`config.mk`:
```
export PLATFORM = sky130hd
export DESIGN_NAME = depth_to_height_level_map
export DESIGN_NICKNAME = d
export VERILOG_FILES = /design/src/rtl/dthl_pkg.sv /design/src/rtl/dthl_front.sv /design/src/rtl/dthl_mult.sv /design/src/rtl/dthl_quant.sv /design/src/rtl/depth_to_height_level_map.sv
export SDC_FILE = /design/constraint.sdc
export NUM_CORES = 1
export LEC_CHECK = 0
export CAP_MARGIN = 20
export CORE_AREA = 2 2 279 281
export CTS_BUF_LIST = sky130_fd_sc_hd__clkbuf_8
export DETAILED_ROUTE_END_ITERATION = 6
export DIE_AREA = 0 0 281 283
export DONT_BUFFER_PORTS = 1
export PLACE_DENSITY_LB_ADDON = 0.25
export SLEW_MARGIN = 15
export SYNTH_ARGS = -nofsm -noshare
export SYNTH_HDL_FRONTEND = slang
export SYNTH_SLANG_ARGS = --single-unit
export TNS_END_PERCENT = 50
```
`constraint.sdc`:
```
create_clock -name clk -period 4.9 [get_ports clk]
set_clock_uncertainty 0.1 [all_clocks]
set_input_delay 0.49 -clock clk [delete_from_list [all_inputs] [get_ports clk]]
set_output_delay 0.49 -clock clk [all_outputs]
set_load 0.01 [all_outputs]
```
`src/rtl/dthl_pkg.sv`:
```
// shared types and constants of the depth to height level map
// no dependencies; imported by every module of the block
package dthl_pkg;

    localparam int DEPTH_W  = 16;
    localparam int COORD_W  = 10;
    localparam int ROI_W    = 11;
    localparam int COUNT_W  = 4;
    localparam int REG_IDX_W = 3;
    // level_count is four bits, so no more than this many levels can be asked for
    localparam int COUNT_MAX = 15;

    typedef enum logic [REG_IDX_W-1:0] {
        REG_GROUND_DEPTH = 3'd0,
        REG_LEVEL_STEP   = 3'd1,
        REG_LEVEL_COUNT  = 3'd2,
        REG_ROI_LEFT     = 3'd3,
        REG_ROI_RIGHT    = 3'd4,
        REG_ROI_TOP      = 3'd5,
        REG_ROI_BOTTOM   = 3'd6
    } reg_idx_t;

    localparam logic [DEPTH_W-1:0] GROUND_DEPTH_RST = 16'd4000;
    localparam logic [DEPTH_W-1:0] LEVEL_STEP_RST   = 16'd1666;
    localparam logic [COUNT_W-1:0] LEVEL_COUNT_RST  = 4'd2;
    localparam logic [ROI_W-1:0]   ROI_LEFT_RST     = 11'd0;
    localparam logic [ROI_W-1:0]   ROI_RIGHT_RST    = 11'd1024;
    localparam logic [ROI_W-1:0]   ROI_TOP_RST      = 11'd0;
    localparam logic [ROI_W-1:0]   ROI_BOTTOM_RST   = 11'd1024;

    // pixel word as it travels down the pipeline
    typedef struct packed {
        logic [DEPTH_W-1:0] height;
        logic               in_roi;
    } pix_t;

endpackage

```
`src/rtl/dthl_front.sv`:
```
// first stage: missing depth substitution, height above ground, roi test
// depends on dthl_pkg
module dthl_front #(
    parameter int MAX_COLS = 1024,
    parameter int MAX_ROWS = 1024
) (
    input  logic                              clk,
    input  logic                              rst_n,
    input  logic                              in_valid,
    input  logic [dthl_pkg::DEPTH_W-1:0]      depth_sample,
    input  logic                              sample_invalid,
    input  logic [dthl_pkg::COORD_W-1:0]      pixel_col,
    input  logic [dthl_pkg::COORD_W-1:0]      pixel_row,
    input  logic [dthl_pkg::DEPTH_W-1:0]      ground_depth,
    input  logic [dthl_pkg::ROI_W-1:0]        roi_left,
    input  logic [dthl_pkg::ROI_W-1:0]        roi_right,
    input  logic [dthl_pkg::ROI_W-1:0]        roi_top,
    input  logic [dthl_pkg::ROI_W-1:0]        roi_bottom,
    output logic                              out_valid,
    output dthl_pkg::pix_t                    out_pix
);
    import dthl_pkg::*;

    localparam int LIM_W = 13;
    localparam logic [LIM_W-1:0] COL_LIM = LIM_W'(MAX_COLS);
    localparam logic [LIM_W-1:0] ROW_LIM = LIM_W'(MAX_ROWS);

    logic               valid_reg;
    pix_t               pix_reg;
    pix_t               pix_next;
    logic [DEPTH_W-1:0] depth_eff;
    logic [ROI_W-1:0]   col_w;
    logic [ROI_W-1:0]   row_w;

    always_comb
    begin
        depth_eff = (sample_invalid || depth_sample == '0) ? ground_depth : depth_sample;
        col_w = {1'b0, pixel_col};
        row_w = {1'b0, pixel_row};
        pix_next.height = (ground_depth > depth_eff) ? (ground_depth - depth_eff) : '0;
        pix_next.in_roi = (col_w >= roi_left) && (col_w < roi_right) &&
                          (row_w >= roi_top) && (row_w < roi_bottom) &&
                          ({3'b000, pixel_col} < COL_LIM) &&
                          ({3'b000, pixel_row} < ROW_LIM);
    end

    always_ff @(posedge clk or negedge rst_n)
    begin
        if (!rst_n)
            valid_reg <= 1'b0;
        else
            valid_reg <= in_valid;
    end

    always_ff @(posedge clk)
    begin
        pix_reg <= pix_next;
    end

    assign out_valid = valid_reg;
    assign out_pix   = pix_reg;

endmodule

```
`src/rtl/dthl_mult.sv`:
```
// second stage: all level multiples of the step, one constant multiple per lane
// depends on dthl_pkg
module dthl_mult #(
    parameter int NUM = 15,
    parameter int MW  = 20
) (
    input  logic                          clk,
    input  logic                          rst_n,
    input  logic                          in_valid,
    input  dthl_pkg::pix_t                in_pix,
    input  logic [dthl_pkg::DEPTH_W-1:0]  level_step,
    output logic                          out_valid,
    output dthl_pkg::pix_t                out_pix,
    output logic [NUM:1][MW-1:0]          out_mult
);
    import dthl_pkg::*;

    logic                 valid_reg;
    pix_t                 pix_reg;
    logic [NUM:1][MW-1:0] mult_reg;
    logic [NUM:1][MW-1:0] mult_next;

    always_comb
    begin
        for (int j = 1; j <= NUM; j++)
            mult_next[j] = MW'(level_step) * MW'(j);
    end

    always_ff @(posedge clk or negedge rst_n)
    begin
        if (!rst_n)
            valid_reg <= 1'b0;
        else
            valid_reg <= in_valid;
    end

    always_ff @(posedge clk)
    begin
        pix_reg  <= in_pix;
        mult_reg <= mult_next;
    end

    assign out_valid = valid_reg;
    assign out_pix   = pix_reg;
    assign out_mult  = mult_reg;

endmodule

```
`src/rtl/dthl_quant.sv`:
```
// third and fourth stages: compare height with each multiple, then pick the
// first multiple not below it or pass it as is, saturate, apply the roi; uses dthl_pkg
module dthl_quant #(
    parameter int NUM = 15,
    parameter int MW  = 20,
    parameter int NW  = 4
) (
    input  logic                          clk,
    input  logic                          rst_n,
    input  logic                          in_valid,
    input  dthl_pkg::pix_t                in_pix,
    input  logic [NUM:1][MW-1:0]          in_mult,
    input  logic [dthl_pkg::DEPTH_W-1:0]  level_step,
    input  logic [dthl_pkg::COUNT_W-1:0]  level_count,
    output logic                          out_valid,
    output logic [dthl_pkg::DEPTH_W-1:0]  out_height
);
    import dthl_pkg::*;

    // stage 3
    logic                 valid3_reg;
    pix_t                 pix3_reg;
    logic [NUM:1][MW-1:0] mult3_reg;
    logic [NUM:0]         ge_reg;
    logic [NUM:0]         ge_next;

    // stage 4
    logic                 valid4_reg;
    logic [DEPTH_W-1:0]   height_reg;
    logic [DEPTH_W-1:0]   height_next;
    logic [NW-1:0]        n_eff;
    logic                 pass;
    logic [MW-1:0]        pick;
    logic [DEPTH_W-1:0]   pick_sat;

    always_comb
    begin
        // bit 0 stands for zero levels and never matches
        ge_next[0] = 1'b0;
        for (int j = 1; j <= NUM; j++)
            ge_next[j] = in_mult[j] >= MW'(in_pix.height);
    end

    always_comb
    begin
        n_eff = (level_count > COUNT_W'(NUM)) ? NW'(NUM) : NW'(level_count);
        // heights above the top level, tiny heights and a zero step pass unchanged
        pass = (level_step == '0) || (pix3_reg.height <= DEPTH_W'(1)) || !ge_reg[n_eff];
        // ge is a thermometer code, so its lowest set bit marks the round-up multiple
        pick = '0;
        for (int j = 1; j <= NUM; j++)
            if (ge_reg[j] && !ge_reg[j-1])
                pick = pick | mult3_reg[j];
        pick_sat = (pick[MW-1:DEPTH_W] != '0) ? '1 : pick[DEPTH_W-1:0];
        if (!pix3_reg.in_roi)
            height_next = '0;
        else if (pass)
            height_next = pix3_reg.height;
        else
            height_next = pick_sat;
    end

    always_ff @(posedge clk or negedge rst_n)
    begin
        if (!rst_n)
        begin
            valid3_reg <= 1'b0;
            valid4_reg <= 1'b0;
        end
        else
        begin
            valid3_reg <= in_valid;
            valid4_reg <= valid3_reg;
        end
    end

    always_ff @(posedge clk)
    begin
        pix3_reg   <= in_pix;
        mult3_reg  <= in_mult;
        ge_reg     <= ge_next;
        height_reg <= height_next;
    end

    assign out_valid  = valid4_reg;
    assign out_height = height_reg;

endmodule

```
`src/rtl/depth_to_height_level_map.sv`:
```
// depth to height level map: converts depth pixels to quantized height levels
// Usage:
//   Input: raise start with depth_sample, sample_invalid, pixel_col and
//   pixel_row; the word is taken at any clock edge where start is high and
//   busy is low. busy stays low, so one pixel can enter on every clock.
//   Output: done is high for exactly one cycle with height_level. The
//   receiver cannot stall; one result leaves per pixel, in input order.
//   Order: done rises when the accepted pixel has reached the select
//   register; the receiver takes the result while done is high.
//   Throughput: one pixel per clock, set by the four register stages
//   (front end, step multiples, compares, select) which all move every cycle.
//   Configuration: cfg_valid/cfg_ready write channel, cfg_index picks the
//   register (ground depth, step, level count, roi left/right/top/bottom),
//   cfg_data carries the value; cfg_ready is always high. Write only while
//   no pixel is in flight. Unknown indexes are ignored.
//   Reset: rst_n clears the pipeline valid bits and loads the default
//   register values; nothing is pending afterwards.
// depends on dthl_pkg, dthl_front, dthl_mult, dthl_quant
module depth_to_height_level_map #(
    parameter int MAX_LEVELS = 15,
    parameter int MAX_COLS   = 1024,
    parameter int MAX_ROWS   = 1024
) (
    input  logic                              clk,
    input  logic                              rst_n,
    input  logic                              start,
    output logic                              busy,
    input  logic [dthl_pkg::DEPTH_W-1:0]      depth_sample,
    input  logic                              sample_invalid,
    input  logic [dthl_pkg::COORD_W-1:0]      pixel_col,
    input  logic [dthl_pkg::COORD_W-1:0]      pixel_row,
    output logic                              done,
    output logic [dthl_pkg::DEPTH_W-1:0]      height_level,
    input  logic                              cfg_valid,
    output logic                              cfg_ready,
    input  logic [dthl_pkg::REG_IDX_W-1:0]    cfg_index,
    input  logic [dthl_pkg::DEPTH_W-1:0]      cfg_data
);
    import dthl_pkg::*;

    localparam int NUM = (MAX_LEVELS < COUNT_MAX) ? MAX_LEVELS : COUNT_MAX;
    localparam int NW  = $clog2(NUM + 1);
    localparam int MW  = DEPTH_W + NW;

    logic [DEPTH_W-1:0] ground_depth_reg;
    logic [DEPTH_W-1:0] level_step_reg;
    logic [COUNT_W-1:0] level_count_reg;
    logic [ROI_W-1:0]   roi_left_reg;
    logic [ROI_W-1:0]   roi_right_reg;
    logic [ROI_W-1:0]   roi_top_reg;
    logic [ROI_W-1:0]   roi_bottom_reg;

    logic                 accept;
    logic                 v1;
    pix_t                 pix1;
    logic                 v2;
    pix_t                 pix2;
    logic [NUM:1][MW-1:0] mult2;

    assign busy      = 1'b0;
    assign cfg_ready = 1'b1;
    assign accept    = start && !busy;

    always_ff @(posedge clk or negedge rst_n)
    begin
        if (!rst_n)
        begin
            ground_depth_reg <= GROUND_DEPTH_RST;
            level_step_reg   <= LEVEL_STEP_RST;
            level_count_reg  <= LEVEL_COUNT_RST;
            roi_left_reg     <= ROI_LEFT_RST;
            roi_right_reg    <= ROI_RIGHT_RST;
            roi_top_reg      <= ROI_TOP_RST;
            roi_bottom_reg   <= ROI_BOTTOM_RST;
        end
        else if (cfg_valid && cfg_ready)
        begin
            case (cfg_index)
                REG_GROUND_DEPTH: ground_depth_reg <= cfg_data;
                REG_LEVEL_STEP:   level_step_reg   <= cfg_data;
                REG_LEVEL_COUNT:  level_count_reg  <= cfg_data[COUNT_W-1:0];
                REG_ROI_LEFT:     roi_left_reg     <= cfg_data[ROI_W-1:0];
                REG_ROI_RIGHT:    roi_right_reg    <= cfg_data[ROI_W-1:0];
                REG_ROI_TOP:      roi_top_reg      <= cfg_data[ROI_W-1:0];
                REG_ROI_BOTTOM:   roi_bottom_reg   <= cfg_data[ROI_W-1:0];
                default: ;
            endcase
        end
    end

    dthl_front #(
        .MAX_COLS (MAX_COLS),
        .MAX_ROWS (MAX_ROWS)
    ) u_front (
        .clk            (clk),
        .rst_n          (rst_n),
        .in_valid       (accept),
        .depth_sample   (depth_sample),
        .sample_invalid (sample_invalid),
        .pixel_col      (pixel_col),
        .pixel_row      (pixel_row),
        .ground_depth   (ground_depth_reg),
        .roi_left       (roi_left_reg),
        .roi_right      (roi_right_reg),
        .roi_top        (roi_top_reg),
        .roi_bottom     (roi_bottom_reg),
        .out_valid      (v1),
        .out_pix        (pix1)
    );

    dthl_mult #(
        .NUM (NUM),
        .MW  (MW)
    ) u_mult (
        .clk        (clk),
        .rst_n      (rst_n),
        .in_valid   (v1),
        .in_pix     (pix1),
        .level_step (level_step_reg),
        .out_valid  (v2),
        .out_pix    (pix2),
        .out_mult   (mult2)
    );

    dthl_quant #(
        .NUM (NUM),
        .MW  (MW),
        .NW  (NW)
    ) u_quant (
        .clk         (clk),
        .rst_n       (rst_n),
        .in_valid    (v2),
        .in_pix      (pix2),
        .in_mult     (mult2),
        .level_step  (level_step_reg),
        .level_count (level_count_reg),
        .out_valid   (done),
        .out_height  (height_level)
    );

endmodule
```
==> run metrics <==
#FFs+latches synth between 400 and 500; Clock Latency Late Sink about 0.68 ns; Slew Viols, Final 0; Die W 281 um; clock sinks 436; YS warnings 0; crit start category flip-flop; ys async rst share 0.193; Hold WC Path Type input pin to flip-flop; vias around 19,000; WS Path Type flip-flop to flip-flop; IO buf count 0; post-route clock period utilization 0.871; Num CTS Buffers between 70 and 80; unrepaired setup endpoints after global routing no; first-pass GRT wire length approximately 120 mm; fmax around 230 MHz; Synth Flop Type dfxtp_1; Avg WL per Cell approximately 22 um; clock buffer depth 3; H-tree depth 3; CP max FO 15; run status complete, no violations; Final GP Congestion 0.924; Final #Nets about 3,000; Mapped Area between 0.02 and 0.03 mm^2; Remaining Overflow, GRT 0; initial DRC count about 1,700; Reg2Reg Setup Slack between 0.6 and 0.7 ns; Synth Instances between 2,000 and 2,500; final WL slightly below 80 mm; clock root cell clkbuf_8; GRT Total Usage 0.198; endpoints failing hold 0; Initial Util 0.327; row count around 100; initial antenna violation count 6; Via-to-Cell Ratio between 5 and 6; LEAKAGE roughly 13 nW; # DRC 0; IO Pins approximately 80; Worst Tran Pin Value just under 0.9 ns; # Post-CTS Setup Buffers 0; setup ws final between 0.6 and 0.7 ns; PwrDens 768 mW/mm^2; Rel. slew slack 0.414; critical path arrival 4.71 ns; maxcap violations 0; post-synthesis cell type count between 80 and 90; Final setup viols 0; share of cells above drive strength 1 0.0999; fillers 7,544; vias in the first global route between 15,000 and 20,000; syn avg cell area 10.5 um^2; setup TNS 0 ns; total power approximately 0.022 W; post-detail-place hpwl between 60 and 70 mm; core box area between 0.07 and 0.08 mm^2; CTS tree built; synth-to-layout area growth 12.9%; CP Capture Type flip-flop; Max VDD drop about 0.22 mV; DRT antenna net count 0; clock-pin slew on the worst setup and hold paths roughly 0.060 ns; DRT Pass-1 Iters 7; crit path time final 4.27 ns; share of the core filled with cells 0.369; number of synthesized flops with an enable pin 0; Die H ~280 um; Place WS 0.642 ns; most common cell after layout, fill and taps aside ha_1; Worst Hold Slack about 0.11 ns; CP Data Required Time approximately 5.3 ns; sequential share of the synthesized area 0.366; pin count of the biggest net entering global routing 85; Syn Nets 2,935; die area between 0.07 and 0.08 mm^2; commonest non-fill, non-tap cells in the layout ha_1 (407), dfxtp_1 (352), inv_1 (235), a21oi_1 (121), o21ai_0 (116)
synth_stat cells, drive strengths merged, types with 8 or more instances:
cell,instances,area share
a2111oi,17,0.0062
a211oi,21,0.0063
a21boi,10,0.0030
a21o,69,0.021
a21oi,121,0.024
a221oi,15,0.0055
a222oi,12,0.0048
a22o,13,0.0045
a22oi,61,0.018
a31o,8,0.0028
a31oi,23,0.0057
and3,18,0.0045
and4,13,0.0045
buf,12,0.0029
clkbuf,39,0.0058
dfrtp,71,0.071
dfstp,13,0.014
dfxtp,352,0.28
fa,75,0.060
ha,407,0.20
inv,208,0.031
mux2,54,0.024
mux2i,16,0.0064
nand2,85,0.013
nand2b,37,0.0092
nand3,16,0.0032
nand4,32,0.0080
nand4b,8,0.0028
nor2,71,0.011
nor2b,37,0.0095
nor3,34,0.0070
nor4,11,0.0027
o211ai,14,0.0044
o21a,42,0.013
o21ai,125,0.025
o21bai,18,0.0054
o311a,16,0.0064
o31ai,13,0.0044
or4,8,0.0024
xnor2,70,0.024
xor2,25,0.0087
area by class of cell:
type	instances	area, um^2	area share
repair buffers	60	517	0.0183
clock buffers	97	1340	0.0472
diodes	4	10.0	0.000354
well taps	1040	1300	0.0460
multi-input cells	1698	14900	0.527
inverters	208	781	0.0276
flip-flops and latches	436	9170	0.324
clock inverters	43	270	0.00955
worst max-delay path, cell delays in order, from the launching register on:
cell and delay, ns:
dfrtp_1 0.81, fa_1 0.60, fa_1 0.48, ha_1 0.36, a21oi_1 0.24, o21ai_1 0.12
a2111oi_0 0.54, a21oi_1 0.31, a21oi_1 0.30, o21ai_0 0.14, xor2_1 0.16
repair_timing:
item / in CTS / in global routing
gates resized for setup: 0 / 0
hold endpoints to repair: 165 / 2
endpoints found under the setup margin: 0 / 0
hold buffers: 19 / 2
final timing paths:
kind,from,end,cells after the start
setup reg to reg,level_step_reg[3],u_mult.out_mult[296],10
hold reg to reg,u_front.out_pix[13],u_mult.out_pix[13],0
max in group asynchronous,rst_n,ground_depth_reg[8],2
min in group asynchronous,rst_n,level_step_reg[14],2
hold / removal,cfg_index[0],level_count_reg[0],2
setup / recovery,level_step_reg[3],u_mult.out_mult[296],10
report_power, final:
part	switching [W]	internal, W
logic	0.00681	0.00480
registers	0.00147	0.00515
clock network	0.00157	0.00194
total	0.00984	0.0119
metrics by stage:
stage / std cells / instance area, um^2
after floorplan: 2393 / 25100
after global placement: 3419 / 26400
after detailed placement: 3420 / 26400
after CTS: 3579 / 28300
after global routing: 3585 / 28300
final: 3586 / 28300
layer usage:
| layer | global-route usage | vias up | routed length, um |
|---|---|---|---|
| met5 | 0 | - | 11 |
| li1 | - | 8948 | - |
| met3 | 0.0374 | 164 | 4790 |
| met4 | 0.0757 | 2 | 2970 |
| met2 | 0.315 | 642 | 35700 |
| met1 | 0.264 | 9256 | 35900 |
cell families after synthesis:
kind of cell | share of synthesized area
AO/OA/AOI/OAI | 0.178
multiplexers | 0.0342
flip-flops | 0.366
XOR/XNOR | 0.0332
adder cells (fa/ha/maj) | 0.263
AND/OR/NAND/NOR | 0.0854
buffers and inverters | 0.0399
other | 0.000300
(Power assumes the default switching activity.)
